$ cat config.mk
export PLATFORM = sky130hd
export DESIGN_NAME = bmp_stream_pixel_decoder_top
export DESIGN_NICKNAME = d
export VERILOG_FILES = /design/src/bmp_dec_pkg.sv /design/src/bmp_dec_apb.sv /design/src/bmp_dec_core.sv /design/src/bmp_dec_obuf.sv /design/src/bmp_stream_pixel_decoder_top.sv
export VERILOG_INCLUDE_DIRS = /design/src /design/src/src
export SDC_FILE = /design/constraint.sdc
export NUM_CORES = 1
export LEC_CHECK = 0
export ABC_CLOCK_PERIOD_IN_PS = 9200
export BUFFER_PORTS_ARGS = -buffer_cell sky130_fd_sc_hd__buf_2
export CAP_MARGIN = 20
export CORE_ASPECT_RATIO = 2
export CORE_MARGIN = 4
export CORE_UTILIZATION = 50
export CTS_BUF_LIST = sky130_fd_sc_hd__clkbuf_8
export DETAILED_ROUTE_END_ITERATION = 12
export GPL_TIMING_DRIVEN = 0
export PLACE_DENSITY = 0.72
export SLEW_MARGIN = 20
export SYNTH_ARGS = -nofsm -noshare
export SYNTH_HDL_FRONTEND = slang
export SYNTH_SLANG_ARGS = --single-unit
$ cat constraint.sdc
create_clock -name i_clk -period 9.2 [get_ports i_clk]
set_input_delay 2.3 -clock i_clk [delete_from_list [all_inputs] [get_ports i_clk]]
set_output_delay 2.3 -clock i_clk [all_outputs]
set_load 0.05 [all_outputs]
$ cat src/bmp_stream_pixel_decoder_top_defines.svh
// assertion helpers for the bmp stream pixel decoder
`ifndef BMP_STREAM_PIXEL_DECODER_TOP_DEFINES_SVH
`define BMP_STREAM_PIXEL_DECODER_TOP_DEFINES_SVH

`ifndef SYNTH
// same-cycle implication
`define BMP_ASSERT_IMP(lbl, clk, rst_n, ante, cons) \
    lbl: assert property (@(posedge clk) disable iff (!rst_n) (ante) |-> (cons)) \
        else $error("bmp decoder check failed");
// next-cycle implication
`define BMP_ASSERT_NXT(lbl, clk, rst_n, ante, cons) \
    lbl: assert property (@(posedge clk) disable iff (!rst_n) (ante) |=> (cons)) \
        else $error("bmp decoder check failed");
`else
`define BMP_ASSERT_IMP(lbl, clk, rst_n, ante, cons)
`define BMP_ASSERT_NXT(lbl, clk, rst_n, ante, cons)
`endif

`endif

$ cat src/bmp_dec_pkg.sv
package bmp_dec_pkg;

    localparam int MAX_DIM_DEF       = 2048;
    localparam int PIXEL_DATA_OFFSET = 54;

    localparam logic [7:0]  SIG_B        = 8'h42;
    localparam logic [7:0]  SIG_M        = 8'h4D;
    localparam logic [5:0]  OFF_WIDTH    = 6'h12;
    localparam logic [5:0]  OFF_HEIGHT   = 6'h16;
    localparam logic [5:0]  OFF_HEIGHT_E = 6'h1A;
    localparam logic [5:0]  OFF_DEPTH_LO = 6'h1C;
    localparam logic [5:0]  OFF_DEPTH_HI = 6'h1D;
    localparam logic [5:0]  OFF_LAST_HDR = 6'(PIXEL_DATA_OFFSET - 1);
    localparam logic [15:0] DEPTH_24     = 16'd24;
    localparam logic [15:0] DEPTH_32     = 16'd32;

    typedef enum logic [1:0] {
        PH_WAIT,
        PH_HEADER,
        PH_PIXEL,
        PH_PAD
    } t_phase;

    typedef enum logic [1:0] {
        ST_PIXEL,
        ST_NOT_BMP,
        ST_BAD_DEPTH,
        ST_TOO_LARGE
    } t_status;

    typedef enum logic {
        REG_ORIGIN_X,
        REG_ORIGIN_Y
    } t_reg_idx;

    typedef struct packed {
        logic [10:0] origin_x;
        logic [10:0] origin_y;
    } t_cfg;

    typedef struct packed {
        t_status     status;
        logic [11:0] pixel_x;
        logic [11:0] pixel_y;
        logic [31:0] color;
        logic        last_pixel;
    } t_result;

    function automatic logic [31:0] set_byte32(logic [31:0] w, logic [1:0] k, logic [7:0] b);
        logic [31:0] r;
        r = w;
        r[{k, 3'b000} +: 8] = b;
        return r;
    endfunction

    function automatic logic [31:0] magnitude(logic [31:0] w);
        return w[31] ? (32'd0 - w) : w;
    endfunction

endpackage

$ cat src/bmp_dec_apb.sv
module bmp_dec_apb (
    input  logic                i_clk,
    input  logic                i_rst_n,
    input  logic                i_psel,
    input  logic                i_penable,
    input  logic                i_pwrite,
    input  logic [2:0]          i_paddr,
    input  logic [31:0]         i_pwdata,
    output logic [31:0]         o_prdata,
    output logic                o_pready,
    output bmp_dec_pkg::t_cfg   o_cfg
);
    import bmp_dec_pkg::*;

    t_cfg     r_cfg;
    t_reg_idx w_idx;
    logic     w_wr;

    assign w_idx    = t_reg_idx'(i_paddr[2]);
    assign w_wr     = i_psel & i_penable & i_pwrite;
    assign o_pready = 1'b1;
    assign o_cfg    = r_cfg;

    always_ff @(posedge i_clk) begin
        if (!i_rst_n) begin
            r_cfg <= '0;
        end else if (w_wr) begin
            unique case (w_idx)
                REG_ORIGIN_X: r_cfg.origin_x <= i_pwdata[10:0];
                REG_ORIGIN_Y: r_cfg.origin_y <= i_pwdata[10:0];
                default: ;
            endcase
        end
    end

    always_comb begin
        unique case (w_idx)
            REG_ORIGIN_X: o_prdata = {21'd0, r_cfg.origin_x};
            REG_ORIGIN_Y: o_prdata = {21'd0, r_cfg.origin_y};
            default:      o_prdata = '0;
        endcase
    end

endmodule

$ cat src/bmp_dec_core.sv
module bmp_dec_core #(
    parameter int MAX_DIM = bmp_dec_pkg::MAX_DIM_DEF
) (
    input  logic                  i_clk,
    input  logic                  i_rst_n,
    input  logic                  i_in_valid,
    output logic                  o_in_ready,
    input  logic [7:0]            i_in_byte,
    input  logic                  i_in_sof,
    input  bmp_dec_pkg::t_cfg     i_cfg,
    output logic                  o_res_valid,
    input  logic                  i_res_ready,
    output bmp_dec_pkg::t_result  o_res
);
    import bmp_dec_pkg::*;

    localparam int DIM_W = $clog2(MAX_DIM + 1);

    // input register
    logic              r_in_valid;
    logic [7:0]        r_in_byte;
    logic              r_in_sof;

    // parser state
    t_phase            r_phase, n_phase;
    logic [5:0]        r_offset, n_offset;
    logic [31:0]       r_width, n_width;
    logic [31:0]       r_height, n_height;
    logic [15:0]       r_depth, n_depth;
    logic [DIM_W-1:0]  r_aw, n_aw;
    logic [DIM_W-1:0]  r_ah, n_ah;
    logic              r_is32, n_is32;
    logic [DIM_W-1:0]  r_col, n_col;
    logic [DIM_W-1:0]  r_row, n_row;
    logic [1:0]        r_bip, n_bip;
    logic [23:0]       r_color, n_color;
    logic [1:0]        r_pad, n_pad;

    // effective state after a possible restart
    logic              w_adv;
    t_phase            w_phase;
    logic [5:0]        w_off;
    logic [31:0]       w_width, w_height;
    logic [15:0]       w_depth, w_depth_new;
    logic [31:0]       w_mag_w, w_mag_h;

    logic              w_sig_err, w_depth_err, w_size_err, w_hdr_err, w_hdr_end, w_empty;
    logic              w_last_byte, w_row_wrap, w_last;
    logic [DIM_W:0]    w_col_inc, w_row_inc;
    logic [1:0]        w_row_pad, w_pad_dec;
    logic [23:0]       w_color_upd;
    logic [11:0]       w_ox, w_oy, w_aw12, w_ah12, w_col12, w_row12, w_px, w_py;

    assign w_adv      = r_in_valid & i_res_ready;
    assign o_in_ready = ~r_in_valid | w_adv;

    assign w_phase  = r_in_sof ? PH_HEADER : r_phase;
    assign w_off    = r_in_sof ? 6'd0 : r_offset;
    assign w_width  = r_in_sof ? 32'd0 : r_width;
    assign w_height = r_in_sof ? 32'd0 : r_height;
    assign w_depth  = r_in_sof ? 16'd0 : r_depth;

    always_comb begin
        w_depth_new = w_depth;
        if (w_off == OFF_DEPTH_LO) w_depth_new = {w_depth[15:8], r_in_byte};
        if (w_off == OFF_DEPTH_HI) w_depth_new = {r_in_byte, w_depth[7:0]};
    end

    // width and height are complete by the depth bytes
    assign w_mag_w     = magnitude(w_width);
    assign w_mag_h     = magnitude(w_height);
    assign w_sig_err   = ((w_off == 6'd0) && (r_in_byte != SIG_B)) ||
                         ((w_off == 6'd1) && (r_in_byte != SIG_M));
    assign w_depth_err = (w_depth_new != DEPTH_24) && (w_depth_new != DEPTH_32);
    assign w_size_err  = (w_mag_w > 32'(MAX_DIM)) || (w_mag_h > 32'(MAX_DIM));
    assign w_hdr_err   = w_sig_err || ((w_off == OFF_DEPTH_HI) && (w_depth_err || w_size_err));
    assign w_hdr_end   = (w_off >= OFF_LAST_HDR);
    assign w_empty     = (r_aw == '0) || (r_ah == '0);

    // pixel datapath
    assign w_last_byte = r_is32 ? (r_bip == 2'd3) : (r_bip == 2'd2);
    assign w_col_inc   = {1'b0, r_col} + {{DIM_W{1'b0}}, 1'b1};
    assign w_row_inc   = {1'b0, r_row} + {{DIM_W{1'b0}}, 1'b1};
    assign w_row_wrap  = (w_col_inc >= {1'b0, r_aw});
    assign w_last      = w_row_wrap && (w_row_inc >= {1'b0, r_ah});
    assign w_row_pad   = r_is32 ? 2'd0 : 2'(r_aw);
    assign w_pad_dec   = r_pad - 2'd1;

    always_comb begin
        w_color_upd = r_color;
        case (r_bip)
            2'd0:    w_color_upd[7:0]   = r_in_byte;
            2'd1:    w_color_upd[15:8]  = r_in_byte;
            2'd2:    w_color_upd[23:16] = r_in_byte;
            default: w_color_upd        = r_color;
        endcase
    end

    assign w_ox    = {1'b0, i_cfg.origin_x};
    assign w_oy    = {1'b0, i_cfg.origin_y};
    assign w_aw12  = 12'(r_aw);
    assign w_ah12  = 12'(r_ah);
    assign w_col12 = 12'(r_col);
    assign w_row12 = 12'(r_row);
    // negative width mirrors, positive height is stored bottom-up
    assign w_px = r_width[31]  ? (w_ox + w_aw12 - 12'd1 - w_col12) : (w_ox + w_col12);
    assign w_py = r_height[31] ? (w_oy + w_row12) : (w_oy + w_ah12 - 12'd1 - w_row12);

    // next phase
    always_comb begin
        n_phase = r_phase;
        if (w_adv) begin
            unique case (w_phase)
                PH_WAIT: n_phase = PH_WAIT;
                PH_HEADER: begin
                    if (w_hdr_err)      n_phase = PH_WAIT;
                    else if (w_hdr_end) n_phase = w_empty ? PH_WAIT : PH_PIXEL;
                    else                n_phase = PH_HEADER;
                end
                PH_PIXEL: begin
                    if (w_last_byte && w_last)
                        n_phase = PH_WAIT;
                    else if (w_last_byte && w_row_wrap && (w_row_pad != 2'd0))
                        n_phase = PH_PAD;
                    else
                        n_phase = PH_PIXEL;
                end
                PH_PAD: n_phase = (w_pad_dec == 2'd0) ? PH_PIXEL : PH_PAD;
                default: n_phase = PH_WAIT;
            endcase
        end
    end

    // datapath and result
    always_comb begin
        n_offset    = r_offset;
        n_width     = r_width;
        n_height    = r_height;
        n_depth     = r_depth;
        n_aw        = r_aw;
        n_ah        = r_ah;
        n_is32      = r_is32;
        n_col       = r_col;
        n_row       = r_row;
        n_bip       = r_bip;
        n_color     = r_color;
        n_pad       = r_pad;
        o_res_valid = 1'b0;
        o_res       = '0;
        if (w_adv) begin
            if (r_in_sof) begin
                n_offset = '0;
                n_width  = '0;
                n_height = '0;
                n_depth  = '0;
                n_col    = '0;
                n_row    = '0;
                n_bip    = '0;
                n_color  = '0;
                n_pad    = '0;
            end
            unique case (w_phase)
                PH_WAIT: ;
                PH_HEADER: begin
                    if (w_sig_err) begin
                        o_res_valid = 1'b1;
                        o_res.status = ST_NOT_BMP;
                    end else begin
                        if ((w_off >= OFF_WIDTH) && (w_off < OFF_HEIGHT))
                            n_width = set_byte32(w_width, 2'(w_off - OFF_WIDTH), r_in_byte);
                        if ((w_off >= OFF_HEIGHT) && (w_off < OFF_HEIGHT_E))
                            n_height = set_byte32(w_height, 2'(w_off - OFF_HEIGHT), r_in_byte);
                        n_depth = w_depth_new;
                        if (w_off == OFF_DEPTH_HI) begin
                            n_aw   = w_mag_w[DIM_W-1:0];
                            n_ah   = w_mag_h[DIM_W-1:0];
                            n_is32 = (w_depth_new == DEPTH_32);
                            if (w_depth_err) begin
                                o_res_valid  = 1'b1;
                                o_res.status = ST_BAD_DEPTH;
                            end else if (w_size_err) begin
                                o_res_valid  = 1'b1;
                                o_res.status = ST_TOO_LARGE;
                            end
                        end
                        if (w_hdr_end) begin
                            n_col   = '0;
                            n_row   = '0;
                            n_bip   = '0;
                            n_color = '0;
                        end else begin
                            n_offset = w_off + 6'd1;
                        end
                    end
                end
                PH_PIXEL: begin
                    n_color = w_color_upd;
                    if (!w_last_byte) begin
                        n_bip = r_bip + 2'd1;
                    end else begin
                        n_bip = '0;
                        o_res_valid      = 1'b1;
                        o_res.status     = ST_PIXEL;
                        o_res.pixel_x    = w_px;
                        o_res.pixel_y    = w_py;
                        o_res.color      = {(r_is32 ? r_in_byte : 8'h00), w_color_upd};
                        o_res.last_pixel = w_last;
                        if (w_row_wrap) begin
                            n_col = '0;
                            if (!w_last) begin
                                n_row = w_row_inc[DIM_W-1:0];
                                if (w_row_pad != 2'd0) n_pad = w_row_pad;
                            end
                        end else begin
                            n_col = w_col_inc[DIM_W-1:0];
                        end
                    end
                end
                PH_PAD: n_pad = w_pad_dec;
                default: ;
            endcase
        end
    end

    always_ff @(posedge i_clk) begin
        if (!i_rst_n) begin
            r_in_valid <= 1'b0;
            r_phase    <= PH_WAIT;
            r_offset   <= '0;
            r_col      <= '0;
            r_row      <= '0;
            r_bip      <= '0;
            r_pad      <= '0;
        end else begin
            if (o_in_ready) r_in_valid <= i_in_valid;
            r_phase  <= n_phase;
            r_offset <= n_offset;
            r_col    <= n_col;
            r_row    <= n_row;
            r_bip    <= n_bip;
            r_pad    <= n_pad;
        end
    end

    always_ff @(posedge i_clk) begin
        if (o_in_ready && i_in_valid) begin
            r_in_byte <= i_in_byte;
            r_in_sof  <= i_in_sof;
        end
        r_width  <= n_width;
        r_height <= n_height;
        r_depth  <= n_depth;
        r_aw     <= n_aw;
        r_ah     <= n_ah;
        r_is32   <= n_is32;
        r_color  <= n_color;
    end

endmodule

$ cat src/bmp_dec_obuf.sv
module bmp_dec_obuf (
    input  logic                  i_clk,
    input  logic                  i_rst_n,
    input  logic                  i_valid,
    output logic                  o_ready,
    input  bmp_dec_pkg::t_result  i_data,
    output logic                  o_valid,
    input  logic                  i_ready,
    output bmp_dec_pkg::t_result  o_data
);
    import bmp_dec_pkg::*;

    logic    r_out_valid;
    logic    r_skid_valid;
    t_result r_out;
    t_result r_skid;
    logic    w_push, w_free;

    assign o_ready = ~r_skid_valid;
    assign o_valid = r_out_valid;
    assign o_data  = r_out;
    assign w_push  = i_valid & ~r_skid_valid;
    assign w_free  = ~r_out_valid | i_ready;

    always_ff @(posedge i_clk) begin
        if (!i_rst_n) begin
            r_out_valid  <= 1'b0;
            r_skid_valid <= 1'b0;
        end else if (w_free) begin
            r_out_valid  <= r_skid_valid | w_push;
            r_skid_valid <= 1'b0;
        end else if (w_push) begin
            r_skid_valid <= 1'b1;
        end
    end

    // a word parks in the skid stage while the output is stalled
    always_ff @(posedge i_clk) begin
        if (w_free) begin
            if (r_skid_valid)  r_out <= r_skid;
            else if (w_push)   r_out <= i_data;
        end else if (w_push) begin
            r_skid <= i_data;
        end
    end

endmodule

$ cat src/bmp_stream_pixel_decoder_top.sv
// bmp stream pixel decoder
// s_axis carries the file one byte per word: tdata is the byte, tuser marks
// offset zero and restarts the parser at any time.
// m_axis carries one word per pixel or per error: tuser is the status
// (pixel, not bmp, unsupported depth, dimension too large), tlast marks the
// last pixel of the image, tdata holds the pixel position and 0xAARRGGBB
// color. error words carry zero position and color.
// origin_x at address 0x0 and origin_y at 0x4 are written over apb; the user
// must write them only while the stream is idle, the block does not enforce it;
// pready is always high. throughput is one byte per cycle while the output
// stage has room: the byte register feeds a single pass of header and pixel
// counter logic that writes the result register.
// a two-word output stage keeps s_axis_tready high while one result waits on
// m_axis_tready; it drops only when both words are held.
// reset (synchronous, active low) clears both channels and puts the parser
// into the state that ignores bytes until a start byte arrives.
`include "bmp_stream_pixel_decoder_top_defines.svh"
module bmp_stream_pixel_decoder_top #(
    parameter int MAX_DIM = bmp_dec_pkg::MAX_DIM_DEF
) (
    input  logic        i_clk,
    input  logic        i_rst_n,
    input  logic        s_axis_tvalid,
    output logic        s_axis_tready,
    input  logic [7:0]  s_axis_tdata,   // data_byte
    input  logic        s_axis_tuser,   // start_of_file
    output logic        m_axis_tvalid,
    input  logic        m_axis_tready,
    output logic [55:0] m_axis_tdata,   // pixel_x[11:0], pixel_y[23:12], color[55:24]
    output logic [1:0]  m_axis_tuser,   // status
    output logic        m_axis_tlast,
    input  logic        psel,
    input  logic        penable,
    input  logic        pwrite,
    input  logic [2:0]  paddr,
    input  logic [31:0] pwdata,
    output logic [31:0] prdata,
    output logic        pready
);
    import bmp_dec_pkg::*;

    t_cfg    w_cfg;
    t_result w_res, w_out;
    logic    w_res_valid, w_res_ready;

    bmp_dec_apb u_apb (
        .i_clk     (i_clk),
        .i_rst_n   (i_rst_n),
        .i_psel    (psel),
        .i_penable (penable),
        .i_pwrite  (pwrite),
        .i_paddr   (paddr),
        .i_pwdata  (pwdata),
        .o_prdata  (prdata),
        .o_pready  (pready),
        .o_cfg     (w_cfg)
    );

    bmp_dec_core #(
        .MAX_DIM (MAX_DIM)
    ) u_core (
        .i_clk       (i_clk),
        .i_rst_n     (i_rst_n),
        .i_in_valid  (s_axis_tvalid),
        .o_in_ready  (s_axis_tready),
        .i_in_byte   (s_axis_tdata),
        .i_in_sof    (s_axis_tuser),
        .i_cfg       (w_cfg),
        .o_res_valid (w_res_valid),
        .i_res_ready (w_res_ready),
        .o_res       (w_res)
    );

    bmp_dec_obuf u_obuf (
        .i_clk   (i_clk),
        .i_rst_n (i_rst_n),
        .i_valid (w_res_valid),
        .o_ready (w_res_ready),
        .i_data  (w_res),
        .o_valid (m_axis_tvalid),
        .i_ready (m_axis_tready),
        .o_data  (w_out)
    );

    assign m_axis_tdata = {w_out.color, w_out.pixel_y, w_out.pixel_x};
    assign m_axis_tuser = w_out.status;
    assign m_axis_tlast = w_out.last_pixel;

    // error words never carry a position, color or last mark
    `BMP_ASSERT_IMP(a_err_zero, i_clk, i_rst_n, m_axis_tvalid && (m_axis_tuser != ST_PIXEL), (m_axis_tdata == 56'd0) && !m_axis_tlast)
    // input stalls only when the output stage is backed up
    `BMP_ASSERT_IMP(a_stall_cause, i_clk, i_rst_n, !s_axis_tready, m_axis_tvalid && !w_res_ready)
    // an apb write to origin_x lands in the register
    `BMP_ASSERT_NXT(a_cfg_wr, i_clk, i_rst_n, psel && penable && pwrite && pready && !paddr[2], w_cfg.origin_x == $past(pwdata[10:0]))

endmodule

### Word-level counts from Yosys, hierarchy flattened

Index checks and enable logic that the tools add are counted.

* register bits after elaboration: 317
* output and inout port bits: 94
* word-level logic and storage cells: 203

* add/subtract/negate cells: 19
* magnitude comparators: 9
* equal/unequal tests: 14
* shift operators: 4
* multiplexer cells: 83
* bitwise gates (word level): 14
* reduce and logical (&&, ||, !) cells: 30

Operator list (count)
* 32-bit two-way mux: 10
* 59-bit two-way mux: 3
* 12-bit two-way mux: 13
* 57-bit two-way mux: 2
* 24-bit two-way mux: 3
* 32-bit bitwise mux: 2
* 32-bit by 12-bit > comparator with 1-bit output, second input constant: 2
* 16-bit two-way mux: 4
* 32-bit case mux with 2 select lines: 1
* 8-bit by 7-bit variable shift with 32-bit output, first input constant: 2
* 8-bit by 7-bit indexed part select with 32-bit output: 2
* 1-bit by 32-bit subtractor with 32-bit output, first input constant: 2
* 11-bit by 12-bit adder with 12-bit output: 4
* 12-bit case mux with 2 select lines: 2
* 24-bit case mux with 2 select lines: 1
* 8-bit two-way mux: 5
* 2-bit two-way mux: 19
* 12-bit by 1-bit adder with 13-bit output, second input constant: 2
* 13-bit by 12-bit >= comparator with 1-bit output: 2
* 12-bit zero test: 2
* 6-bit two-way mux: 4
* 12-bit by 1-bit subtractor with 12-bit output, second input constant: 2
* 12-bit subtractor: 2
* 16-bit by 6-bit equality test with 1-bit output, second input constant: 1
* other kinds (30): 81

### Depth between registers and ports, before layout

Gate-level depths: netlist (run 1).

* word-level depth: 14
* depth in mapped cells: 18

### Cells and area by module

From an unflattened synthesis (run 1), not the netlist that was laid out.

* cell total of the unflattened synthesis: 2031
* area, all modules: 20567.2 sq um

Modules (own cells, without submodules)
* bmp_dec_core: times used 1, cells an instance 1717, area an instance 14759.2 sq um, seq. area each 4884.7 sq um
* bmp_dec_obuf: times used 1, cells an instance 193, area an instance 4640.7 sq um, seq. area each 3583.4 sq um
* bmp_dec_apb: times used 1, cells an instance 121, area an instance 1167.4 sq um, seq. area each 440.4 sq um

### Worst setup path before layout (run 1)

No wires, ideal clock.

* path type: flip-flop to flip-flop
* start point: register u_core.r_in_sof
* end point: register u_obuf.r_out (netlist bit u_obuf.o_data[0]), enable pin
* library setup time: 496 ps
* arrival: 6540 ps
* path slack: 2164 ps
* stages on the path, launching flop included: 19
* clock period less this slack: 7036 ps
* path through: edfxtp_1 > clkbuf_1 > clkinv_1 > clkbuf_1 > clkbuf_1 > clkbuf_1 > nand2_1 > ha_1 > or3b_2 > clkbuf_1 > nor3_4 > nand3_1 > o211ai_1 > mux2i_1 > a21oi_1 > a41o_1 > nand2_1 > a311oi_2 > a21oi_1

* cells in the longest elaborated chain, start to end: 14

Ends and longest elaborated chain
* start, declared: RTL line bmp_dec_core.sv:22 `logic r_in_sof;`
* start signal, assigned: RTL line bmp_dec_core.sv:248 `r_in_sof <= i_in_sof;`
* 32-bit two-way mux (tied with other cells): RTL line bmp_dec_core.sv:59 `assign w_width = r_in_sof ? 32'd0 : r_width;`
* 1-bit by 32-bit subtractor with 32-bit output or 6-bit by 5-bit equality test with 1-bit output (tied branches): RTL line bmp_dec_pkg.sv:57, bmp_dec_core.sv:65
* 32-bit two-way mux or 8-bit two-way mux (tied branches): RTL line bmp_dec_pkg.sv:57, bmp_dec_core.sv:65
* 32-bit by 12-bit > comparator with 1-bit output or 16-bit two-way mux (tied branches): RTL line bmp_dec_core.sv:75, bmp_dec_core.sv:66
* 1-bit logical OR (tied with other cells): RTL line bmp_dec_core.sv:75 `assign w_size_err = (w_mag_w > 32'(MAX_DIM)) || (w_mag_h > 32'(MAX_DIM));`
* 1-bit two-way mux or 1-bit logical AND (tied branches): RTL line bmp_dec_core.sv:181, bmp_dec_core.sv:74
* 1-bit two-way mux: RTL line bmp_dec_core.sv:178 `if (w_depth_err) begin`
* 1-bit two-way mux: RTL line bmp_dec_core.sv:174 `if (w_off == OFF_DEPTH_HI) begin`
* 1-bit two-way mux: RTL line bmp_dec_core.sv:165 `if (w_sig_err) begin`
* 1-bit case mux with 2 select lines (*): RTL line bmp_dec_core.sv:162 `unique case (w_phase)`
* 1-bit two-way mux (*): RTL line bmp_dec_core.sv:150 `if (w_adv) begin`
* 1-bit AND (*): RTL line bmp_dec_obuf.sv:22 `assign w_push = i_valid & ~r_skid_valid;`
* 2-bit nonzero test (no line) (*)
* 2-bit AND reduction (no line) (*)
* end signal, assigned: RTL line bmp_dec_obuf.sv:40 `if (r_skid_valid) r_out <= r_skid;`
* end signal, assigned: RTL line bmp_dec_obuf.sv:41 `else if (w_push) r_out <= i_data;`
* end, declared: RTL line bmp_dec_obuf.sv:15 `t_result r_out;`

Mark *: on every way between the ends. The rest lies on a longest branch, timed or not.
A chain may end at the register's enable or synchronous reset.

### Final worst setup path (run 1)

* start point: register u_core.r_in_sof
* end point: register u_obuf.r_out (netlist bit u_obuf.o_data[33]), enable pin

* cells in the longest elaborated chain, start to end: 14

Ends and longest elaborated chain
* 32-bit two-way mux (*): RTL line bmp_dec_core.sv:60 `assign w_height = r_in_sof ? 32'd0 : r_height;`
* 1-bit by 32-bit subtractor with 32-bit output: RTL line bmp_dec_pkg.sv:57 `return w[31] ? (32'd0 - w) : w;`
* 32-bit two-way mux (*): RTL line bmp_dec_pkg.sv:57
* net u_core.w_mag_h[8]: RTL line bmp_dec_core.sv:45 `logic [31:0] w_mag_w, w_mag_h;`
* 32-bit by 12-bit > comparator with 1-bit output (*): RTL line bmp_dec_core.sv:75
* 1-bit logical OR (*): RTL line bmp_dec_core.sv:75
* 1-bit two-way mux (*): RTL line bmp_dec_core.sv:181 `end else if (w_size_err) begin`
* 1-bit two-way mux (*): RTL line bmp_dec_core.sv:178
* 1-bit two-way mux (*): RTL line bmp_dec_core.sv:174
* 1-bit two-way mux (*): RTL line bmp_dec_core.sv:165
* 1-bit case mux with 2 select lines (*): RTL line bmp_dec_core.sv:162
* 1-bit two-way mux (*): RTL line bmp_dec_core.sv:150
* 1-bit AND (*): RTL line bmp_dec_obuf.sv:22
* 2-bit nonzero test (no line) (*)
* 2-bit AND reduction (no line) (*)

Mark *: on every way through the listed nets, which the timed path passes. The rest lies on a longest branch.

==> results.txt, run 1 <==
The flow ran to the end, and the final reports show no timing, DRC or antenna violations. The post-synth design cell area is 19930 µm². In the final layout, the share of cells above drive strength 1 is 10.46%. The largest buffer count on any clock path is 3. The I/O pin count is 145. The final design instance area without fill is 22390 µm².

The slew at the pin closest to its max-slew limit came out at 1115 ps. The combinational fraction of design power is between 8 and 9%. The data required time at the worst endpoint is ~9600 ps.

The arrival time at the worst endpoint came out at about 8300 ps. The core region is 39440 µm². The cell total after placement is 2734. The register cell area after layout came out at 8909 µm². In this run the tightest slew margin relative to its limit is between 20% and 30%. The worst hold path stage count is 1. The violation count after the first detailed-route iteration came out at between 1000 and 1500. From bottom edge to top edge, the die measures slightly below 300 µm.

In the final layout, the multi-input gates occupy 9921 µm². TritonCTS built the clock tree. Of the total power, the share spent switching nets is 25.66%. The die area is 43310 µm². The final number of hold-violating endpoints is 0. After detailed routing, the number of vias per cell comes to 6.019.

The most common cell after layout, fill and taps aside is sky130_fd_sc_hd__edfxtp_1. The sum of overflow across all layers after global routing came out at 0. The count of pins over their slew limit is 0. The average routed wire per standard cell came out at roughly 23 µm.

Entering global routing, the biggest net connects 42 pins. STA classifies the critical path endpoint as a flip-flop. The quantity of hold-fixing buffers added after cts came out at 0. The sequential cell fraction of total power came out at 50.2%.

The number of distinct library cell variants in the gate-level netlist after synthesis is 77. The shortest clock period the worst path allows after layout is 7895 ps. Counting cells, the worst reg-to-reg path comes to 20. Buffers inserted during clock tree synthesis total 46. The buffer type at the clock tree root is sky130_fd_sc_hd__clkbuf_8. STA classifies the critical path startpoint as a flip-flop.

Max-cap violations in this run came to 0. The number of warnings printed during yosys synthesis came out at 0. The layout overhead on the synthesized area is 12.32%.

The first-pass GRT wire length came out at 97.71 mm. The buffers inserted during post-CTS setup optimization came out at 0. The number of enable-type register cells in the synthesized netlist is 256. The number of nets still failing antenna checks after routing came out at 0. After synthesis, the cell types taking the most area are sky130_fd_sc_hd__edfxtp_1, sky130_fd_sc_hd__ha_1, sky130_fd_sc_hd__dfxtp_1.

The H-tree generated during clock tree synthesis spans 2 levels. The maximum clock frequency came out at 0.1267 GHz. The clock latency of the later-clocked register in the worst-skew pair is 610 ps. The net switching power is ~0.8 mW.

The number of design rule violations left after detail routing is 0. The x dimension of the die is 149.2 µm. The maximum vdd drop is 0.0001033 V. The detailed placement HPWL is about 51 mm. The sequential fraction of the synthesis area is 44.70%. The power density over the cells came out at 142.6 nW/µm². The internal power of the cells is 2.372 mW. Summed over all layers, the routed wires come to 65.57 mm. The static leakage is 8.993 nW.

The routability-driven placement congestion ratio came out at 0.9821. The number of antenna violations at the first check in global routing is 1. For the final database, setup skew stands at around 21 ps. Port buffering added 97 buffers. The kind of critical path is flip-flop to flip-flop. The fraction of power consumed by the clock network came out at between 40% and 50%.

The initial core utilization came out at 50.54%. The synthesized design spends more area on one cell type than any other, namely sky130_fd_sc_hd__edfxtp_1. The final cycle utilization of the critical path is 85.81%. The placed instances occupy a cell area of around 21000 µm². The number of resized instances in the post-cts repair step came out at 0. In the synthesized netlist the dominant register cell turns out to be sky130_fd_sc_hd__edfxtp_1. The number of flip-flops and latches in the synthesized netlist is around 320. The clock transition at the registers of the reported paths came out at about 70 ps. Leaving out fill and tap cells, the most frequent cells in the layout are sky130_fd_sc_hd__edfxtp_1, sky130_fd_sc_hd__nand2_1, sky130_fd_sc_hd__inv_1. The number of global-route vias before repair is 17050.

The number of non-filler instances in the completed layout came out at 2820. The global routing usage summed across all routing layers is 29.68%. The maximum fanout along the worst path is 26. The cell count after synthesis is 2085. The final route contains 16970 vias. The share of synthesized registers carrying an async set or reset came out at 0%. The number of filler instances in the final layout came out at 3552. The per-instance average area after synthesis is between 9 and 10 µm². In this run the register-to-register setup slack is 1310 ps. The final net count came out at 2443. After floorplanning, the core was divided into 103 placement rows.

The total clock sinks is 317. Setup repair after global routing left no endpoint under its margin. The number of setup violations in the final report came out at 0.

The pre-antenna-repair detailed-routing pass consisted of 6 iterations. The worst hold-check path type is flip-flop to flip-flop. The top cell type by area accounts for roughly two fifths of the synthesized area.
-- worst paths after layout --
path | from | end
min reg2reg | u_core.r_phase[0] | u_core.r_phase[0]
min | u_core.r_phase[0] | u_core.r_phase[0]
max reg2reg | u_core.r_in_sof | u_obuf.o_data[33]
max | u_core.r_in_sof | u_obuf.o_data[33]
-- logic make-up after synthesis --
| kind of cell | after synthesis | share of synthesized area (%) |
|---|---|---|
| and+or+nand+nor | 697 | 17.16 |
| AOI/OAI and AO/OA | 510 | 16.63 |
| xor gates and xnor gates | 66 | 2.900 |
| other | 2 | 0.03768 |
| muxes | 60 | 3.038 |
| buffers and inverters | 298 | 6.083 |
| DFF | 317 | 44.70 |
| adders and majority gates | 135 | 9.454 |
-- state kept, by name (all words and copies together), names as in the netlist --
name                 flops
u_core.r_aw             12
u_obuf.o_valid           1
u_core.r_is32            1
u_core.r_bip             2
u_core.r_phase           2
u_core.r_in_sof          1
u_core.r_color          24
u_core.r_depth          16
u_apb.o_cfg             22
u_core.r_in_valid        1
u_core.r_width          32
u_core.r_offset          6
u_core.r_pad             2
u_core.r_height         32
u_core.r_row            12
u_obuf.r_skid_valid      1
u_core.r_in_byte         8
u_core.r_ah             12
u_obuf.o_data           59
u_obuf.r_skid           59
u_core.r_col            12
-- final cells by class --
type | count | share of cell area, %
antenna | 1 | 0.01118
buffer | 133 | 2.666
clock buffer | 48 | 2.951
clock inverter | 37 | 1.749
inverter | 165 | 2.767
multi-input combinational | 1490 | 44.32
sequential | 317 | 39.80
tap | 525 | 2.934
timing repair buffer | 104 | 2.806
-- through the flow --
step                power, mW  setup TNS, ps  util [%]  setup slack [ps]  hold slack (ps)
detailed placement      1.910              0     54.09              1492            490.0
global route            3.288              0     56.76              1212            527.1
floorplan               1.813              0         -              2164            461.2
finish                  3.192              0     56.76              1305            503.3
global placement        1.905        -137410     53.63             -1413            480.4
CTS                     3.200              0     56.76              1472            500.9
-- routing by layer --
metal	part of all wire, %	GRT usage, %
met1	32	28.77
met2	52	53.66
met3	4.7	3.199
met4	11	26.89
met5	0	0
-- worst max-delay path, cell delays in order (launching register included) --
cell and delay, ps:
sky130_fd_sc_hd__edfxtp_1 610, sky130_fd_sc_hd__clkbuf_1 500, sky130_fd_sc_hd__clkinv_1 620, sky130_fd_sc_hd__clkbuf_1 470
sky130_fd_sc_hd__clkbuf_1 440, sky130_fd_sc_hd__clkbuf_1 360, sky130_fd_sc_hd__nand2_1 190, sky130_fd_sc_hd__ha_1 260
sky130_fd_sc_hd__or3b_2 450, sky130_fd_sc_hd__clkbuf_1 220, sky130_fd_sc_hd__o21a_1 230, sky130_fd_sc_hd__mux2_2 300
sky130_fd_sc_hd__a2111o_1 350, sky130_fd_sc_hd__o41ai_1 710, sky130_fd_sc_hd__nand2_1 300, sky130_fd_sc_hd__nor4b_2 370
sky130_fd_sc_hd__nand2_1 160, sky130_fd_sc_hd__a311oi_2 440, sky130_fd_sc_hd__a21oi_4 190, sky130_fd_sc_hd__buf_16 230
sky130_fd_sc_hd__buf_16 180
-- cells in the mapped netlist (14+ instances only) --
cell type,n
sky130_fd_sc_hd__o21bai_1,15
sky130_fd_sc_hd__a31oi_1,16
sky130_fd_sc_hd__a21oi_1,116
sky130_fd_sc_hd__nand2_1,205
sky130_fd_sc_hd__xnor2_1,41
sky130_fd_sc_hd__a22o_1,25
sky130_fd_sc_hd__and2_1,14
sky130_fd_sc_hd__nor3_1,55
sky130_fd_sc_hd__nor4_1,39
sky130_fd_sc_hd__buf_4,23
sky130_fd_sc_hd__a211oi_1,17
sky130_fd_sc_hd__fa_1,26
sky130_fd_sc_hd__inv_1,162
sky130_fd_sc_hd__mux2i_1,56
sky130_fd_sc_hd__nor2_1,148
sky130_fd_sc_hd__o21ai_0,141
sky130_fd_sc_hd__nor2b_1,23
sky130_fd_sc_hd__edfxtp_1,256
sky130_fd_sc_hd__and3_1,16
sky130_fd_sc_hd__nand2b_1,18
sky130_fd_sc_hd__buf_1,14
sky130_fd_sc_hd__ha_1,109
sky130_fd_sc_hd__dfxtp_1,61
sky130_fd_sc_hd__clkbuf_1,95
sky130_fd_sc_hd__xor2_1,25
sky130_fd_sc_hd__a21o_1,73
sky130_fd_sc_hd__nand3_1,100
-- power groups by stage --
stage	registers [mW]	clock network (mW)	logic (mW)
2_1_floorplan	1.64	0	0.172
3_3_place_gp	1.64	0	0.268
3_5_place_dp	1.63	0	0.277
4_1_cts	1.60	1.32	0.279
5_1_grt	1.60	1.38	0.300
6_report	1.60	1.31	0.282
Note: power is estimated with default switching activity, not from simulation.
==> inputs of run 2 (changes only) <==
Settings changed: ABC_AREA set to 1, SKIP_CTS_REPAIR_TIMING set to 1.
==> results.txt, run 2 <==
The run finished with clean final reports. In this run the critical register-to-register path is captured at u_core.r_width[31]. The top cell types in the final layout, fill and taps aside, are sky130_fd_sc_hd__nand2_1, sky130_fd_sc_hd__inv_1, sky130_fd_sc_hd__o21ai_0. Setup repair after global routing left no endpoint under its margin. The critical path starts at u_core.r_in_sof.

Routability-driven placement finished with a final weighted congestion of just over 1. Global routing finished with a remaining overflow of 0. The number of enable-type register cells in the synthesized netlist is 256. The length of the first detailed-routing pass in iterations came out at 5. Dividing the detail-routed via count by the number of cells gives roughly 5.7. The static leakage came out at 10.28 nW.

The sum of routed wire length over all layers is 72.88 mm. The maximum fanout along the worst path is 10. The placement-stage cell area came out at roughly 22000 µm².

The number of core rows came out at 105. The floorplan step defined a die boundary enclosing 45320 µm². The number of nets still failing antenna checks after routing came out at 0. The data required time at the worst endpoint is 9610 ps. The post-synth design cell area came out at 20890 µm².

In this run the critical register-to-register path is launched from u_core.r_in_sof. The total number of vias came out at 19630. The x dimension of the die is 152.5 µm. The most common cell after layout, fill and taps aside is sky130_fd_sc_hd__nand2_1. Timing analysis after detailed placement gives a worst setup slack of 3406 ps. The number of filler instances in the final layout is 3863. The slowest stage of the critical path belongs to the cell sky130_fd_sc_hd__nor3_1. TritonCTS built the clock tree. Among the stages of the critical path, the cell type that occurs most often is sky130_fd_sc_hd__inv_1. The number of H-tree levels is 2. The final critical-path setup slack is 3123 ps. The worst hold path was traced through 2 stages. The commonest cells after synthesis are sky130_fd_sc_hd__nand2_1, sky130_fd_sc_hd__inv_1, sky130_fd_sc_hd__o21ai_0, sky130_fd_sc_hd__nor2_1, sky130_fd_sc_hd__edfxtp_1. The detailed placement HPWL came out at 57.47 mm. The largest buffer count on any clock path is 3. The library cell with the highest instance count after synthesis is sky130_fd_sc_hd__nand2_1. The layout overhead on the synthesized area came out at 11.83%.

The violation count after the first detailed-route iteration is around 1600. The cell total after placement came out at about 3300. Buffers placed on the I/O ports in this run total 99. The number of warnings printed during yosys synthesis came out at 0. The number of setup violations in the final report came out at 0.

The area share of the largest cell type after synthesis came out at 36.79%. Summing the sequential cell areas from Yosys gives 42.64% of the chip area. The worst pin sits at a relative slew slack of around a quarter.

The final cycle utilization of the critical path came out at 66.05%. The average routed wire per standard cell came out at 21.21 µm. The number of buffers added by the clock tree synthesis step came out at 48. The depth of the most critical reg-to-reg path is 14. The count of pins over their slew limit is 0.

The first-pass GRT wire length came out at roughly 110 mm. The stage delay of the slowest cell on the critical path came out at roughly 770 ps. Static timing analysis puts the maximum clock frequency at 0.1646 GHz.

The number of antenna violations at the first check in global routing is 1. The final design instance area without fill came out at 23360 µm². The per-instance average area after synthesis came out at 7.781 µm². The number of flip-flops and latches in the synthesized netlist came out at between 300 and 400. The final net count came out at 3047. The final number of hold-violating endpoints is 0. In this run the clock root is driven by a sky130_fd_sc_hd__clkbuf_8. The initial core utilization is 50.81%. The clock period could shrink to 6077 ps. By area the synthesized netlist is led by sky130_fd_sc_hd__edfxtp_1, sky130_fd_sc_hd__nand2_1, sky130_fd_sc_hd__o21ai_0.

The height of the die is approximately 300 µm. The number of global-route vias before repair came out at 19490. After routing, the total negative slack on setup checks comes to 0 ps. The post-route netlist has 9.759% of its cells at a drive strength greater than 1. The critical path is of the flip-flop to flip-flop type. Counting every instance in the synthesized netlist gives ~2700.

The maximum vdd drop came out at 0.0001432 V. The global routing usage summed across all routing layers is a little under a third. The clock latency of the later-clocked register in the worst-skew pair came out at approximately 630 ps. The tightest min-delay check is of the flip-flop to flip-flop type. The largest total area in the synthesized netlist belongs to sky130_fd_sc_hd__edfxtp_1. Entering global routing, the biggest net connects 53 pins. The arrival time at the worst endpoint is between 6000 and 7000 ps.

After floorplanning, the core was sized to cover between 40000 and 50000 µm². For the pin with the worst max-slew slack, the measured transition is around 1100 ps. The slack of the worst reg-to-reg path came out at 3120 ps.

Across the run, the number of max-cap violations was 0. The top flip-flop cell by instance count after synthesis is sky130_fd_sc_hd__edfxtp_1. During I/O placement, the number of pins put on the boundary was around 150. Once layout is complete, the cells apart from fillers number 3436. The clock transition at the registers of the reported paths came out at 70 ps. Traced cell by cell, the critical path runs through buf_4 > buf_2 > buf_1 > clkbuf_1 > nor2_1 > inv_1 > ha_1 > clkinv_1 > nor2_1 > inv_1 > nor3_1 > inv_1 > clkbuf_1 > o21ai_1.

The start point of the worst hold path is u_core.r_phase[0]. The total clock sinks came out at 317. The type of element capturing the critical path is a flip-flop. The share of synthesized registers carrying an async set or reset came out at 0%. Power spread over the standard cell area amounts to 141.7 nW/µm². STA classifies the critical path startpoint as a flip-flop. For hold timing, the worst endpoint is u_core.r_phase[0]. The number of distinct library cell variants in the gate-level netlist after synthesis is 51. The utilization after layout is 56.82%.

The number of design rule violations left after detail routing is 0. Across the routed clock network, the largest skew measured is 38.39 ps.
[run 2: how the worst max path moves through the flow]
stage | to | slack, ps | cells after the start
final | u_core.r_width[31] | 3120 | 14
after detailed placement | u_obuf.r_skid[22] | 3410 | 25
after floorplan | u_obuf.o_data[0] | 2840 | 24
after global routing | u_core.r_width[31] | 3120 | 14
after CTS | u_obuf.r_skid[31] | 3390 | 25
after global placement | u_obuf.o_data[55] | 7 | 24
[run 2: metal layers]
metal	up-vias	track usage, %	share of wire [%]
li1	9315	-	-
met1	9076	29.70	32
met2	908	56.80	51
met3	334	3.538	5.3
met4	0	28.90	11
met5	-	0	0
[run 2: per-stage QoR]
| stage | power, mW | hold WS, ps |
|---|---|---|
| detailed placement | 2.065 | 459.5 |
| floorplan | 1.925 | 445.3 |
| finish | 3.310 | 472.6 |
| global route | 3.424 | 498.6 |
| global placement | 2.058 | 455.3 |
| CTS | 3.313 | 470.5 |
[run 2: kinds of logic after synthesis]
family | synth area share [%]
AO/OA/AOI/OAI | 13.70
XOR/XNOR | 0.9222
adder cells (fa/ha/maj) | 9.019
buffers and inverters | 8.791
flip-flops | 42.64
multiplexers | 0.09582
other | 0.03595
AND/OR/NAND/NOR | 24.79
[run 2: power by group]
part           switching (mW)  internal [mW]
clock                   0.623          0.643
combinational           0.310          0.120
sequential             0.0345           1.58
total                   0.967           2.34
[run 2: worst max-delay path: cells and delay by family, from the launching register on]
family | cells | cell delay, ps
buffers and inverters | 9 | 3060
and+or+nand+nor | 3 | 1700
adders and majority gates | 1 | 440
DFF | 1 | 330
AOI/OAI and AO/OA | 1 | 330
[run 2: final cells by class]
cell class	instances	area, µm²	area share [%]
Antenna cell	1	2.502	0.01071
Buffer	124	635.6	2.721
Clock buffer	48	660.6	2.828
Clock inverter	41	346.6	1.483
Inverter	321	1205	5.157
Multi-Input combinational cell	1943	10250	43.89
Sequential cell	317	8909	38.13
Tap cell	535	669.4	2.865
Timing Repair Buffer	106	680.7	2.913
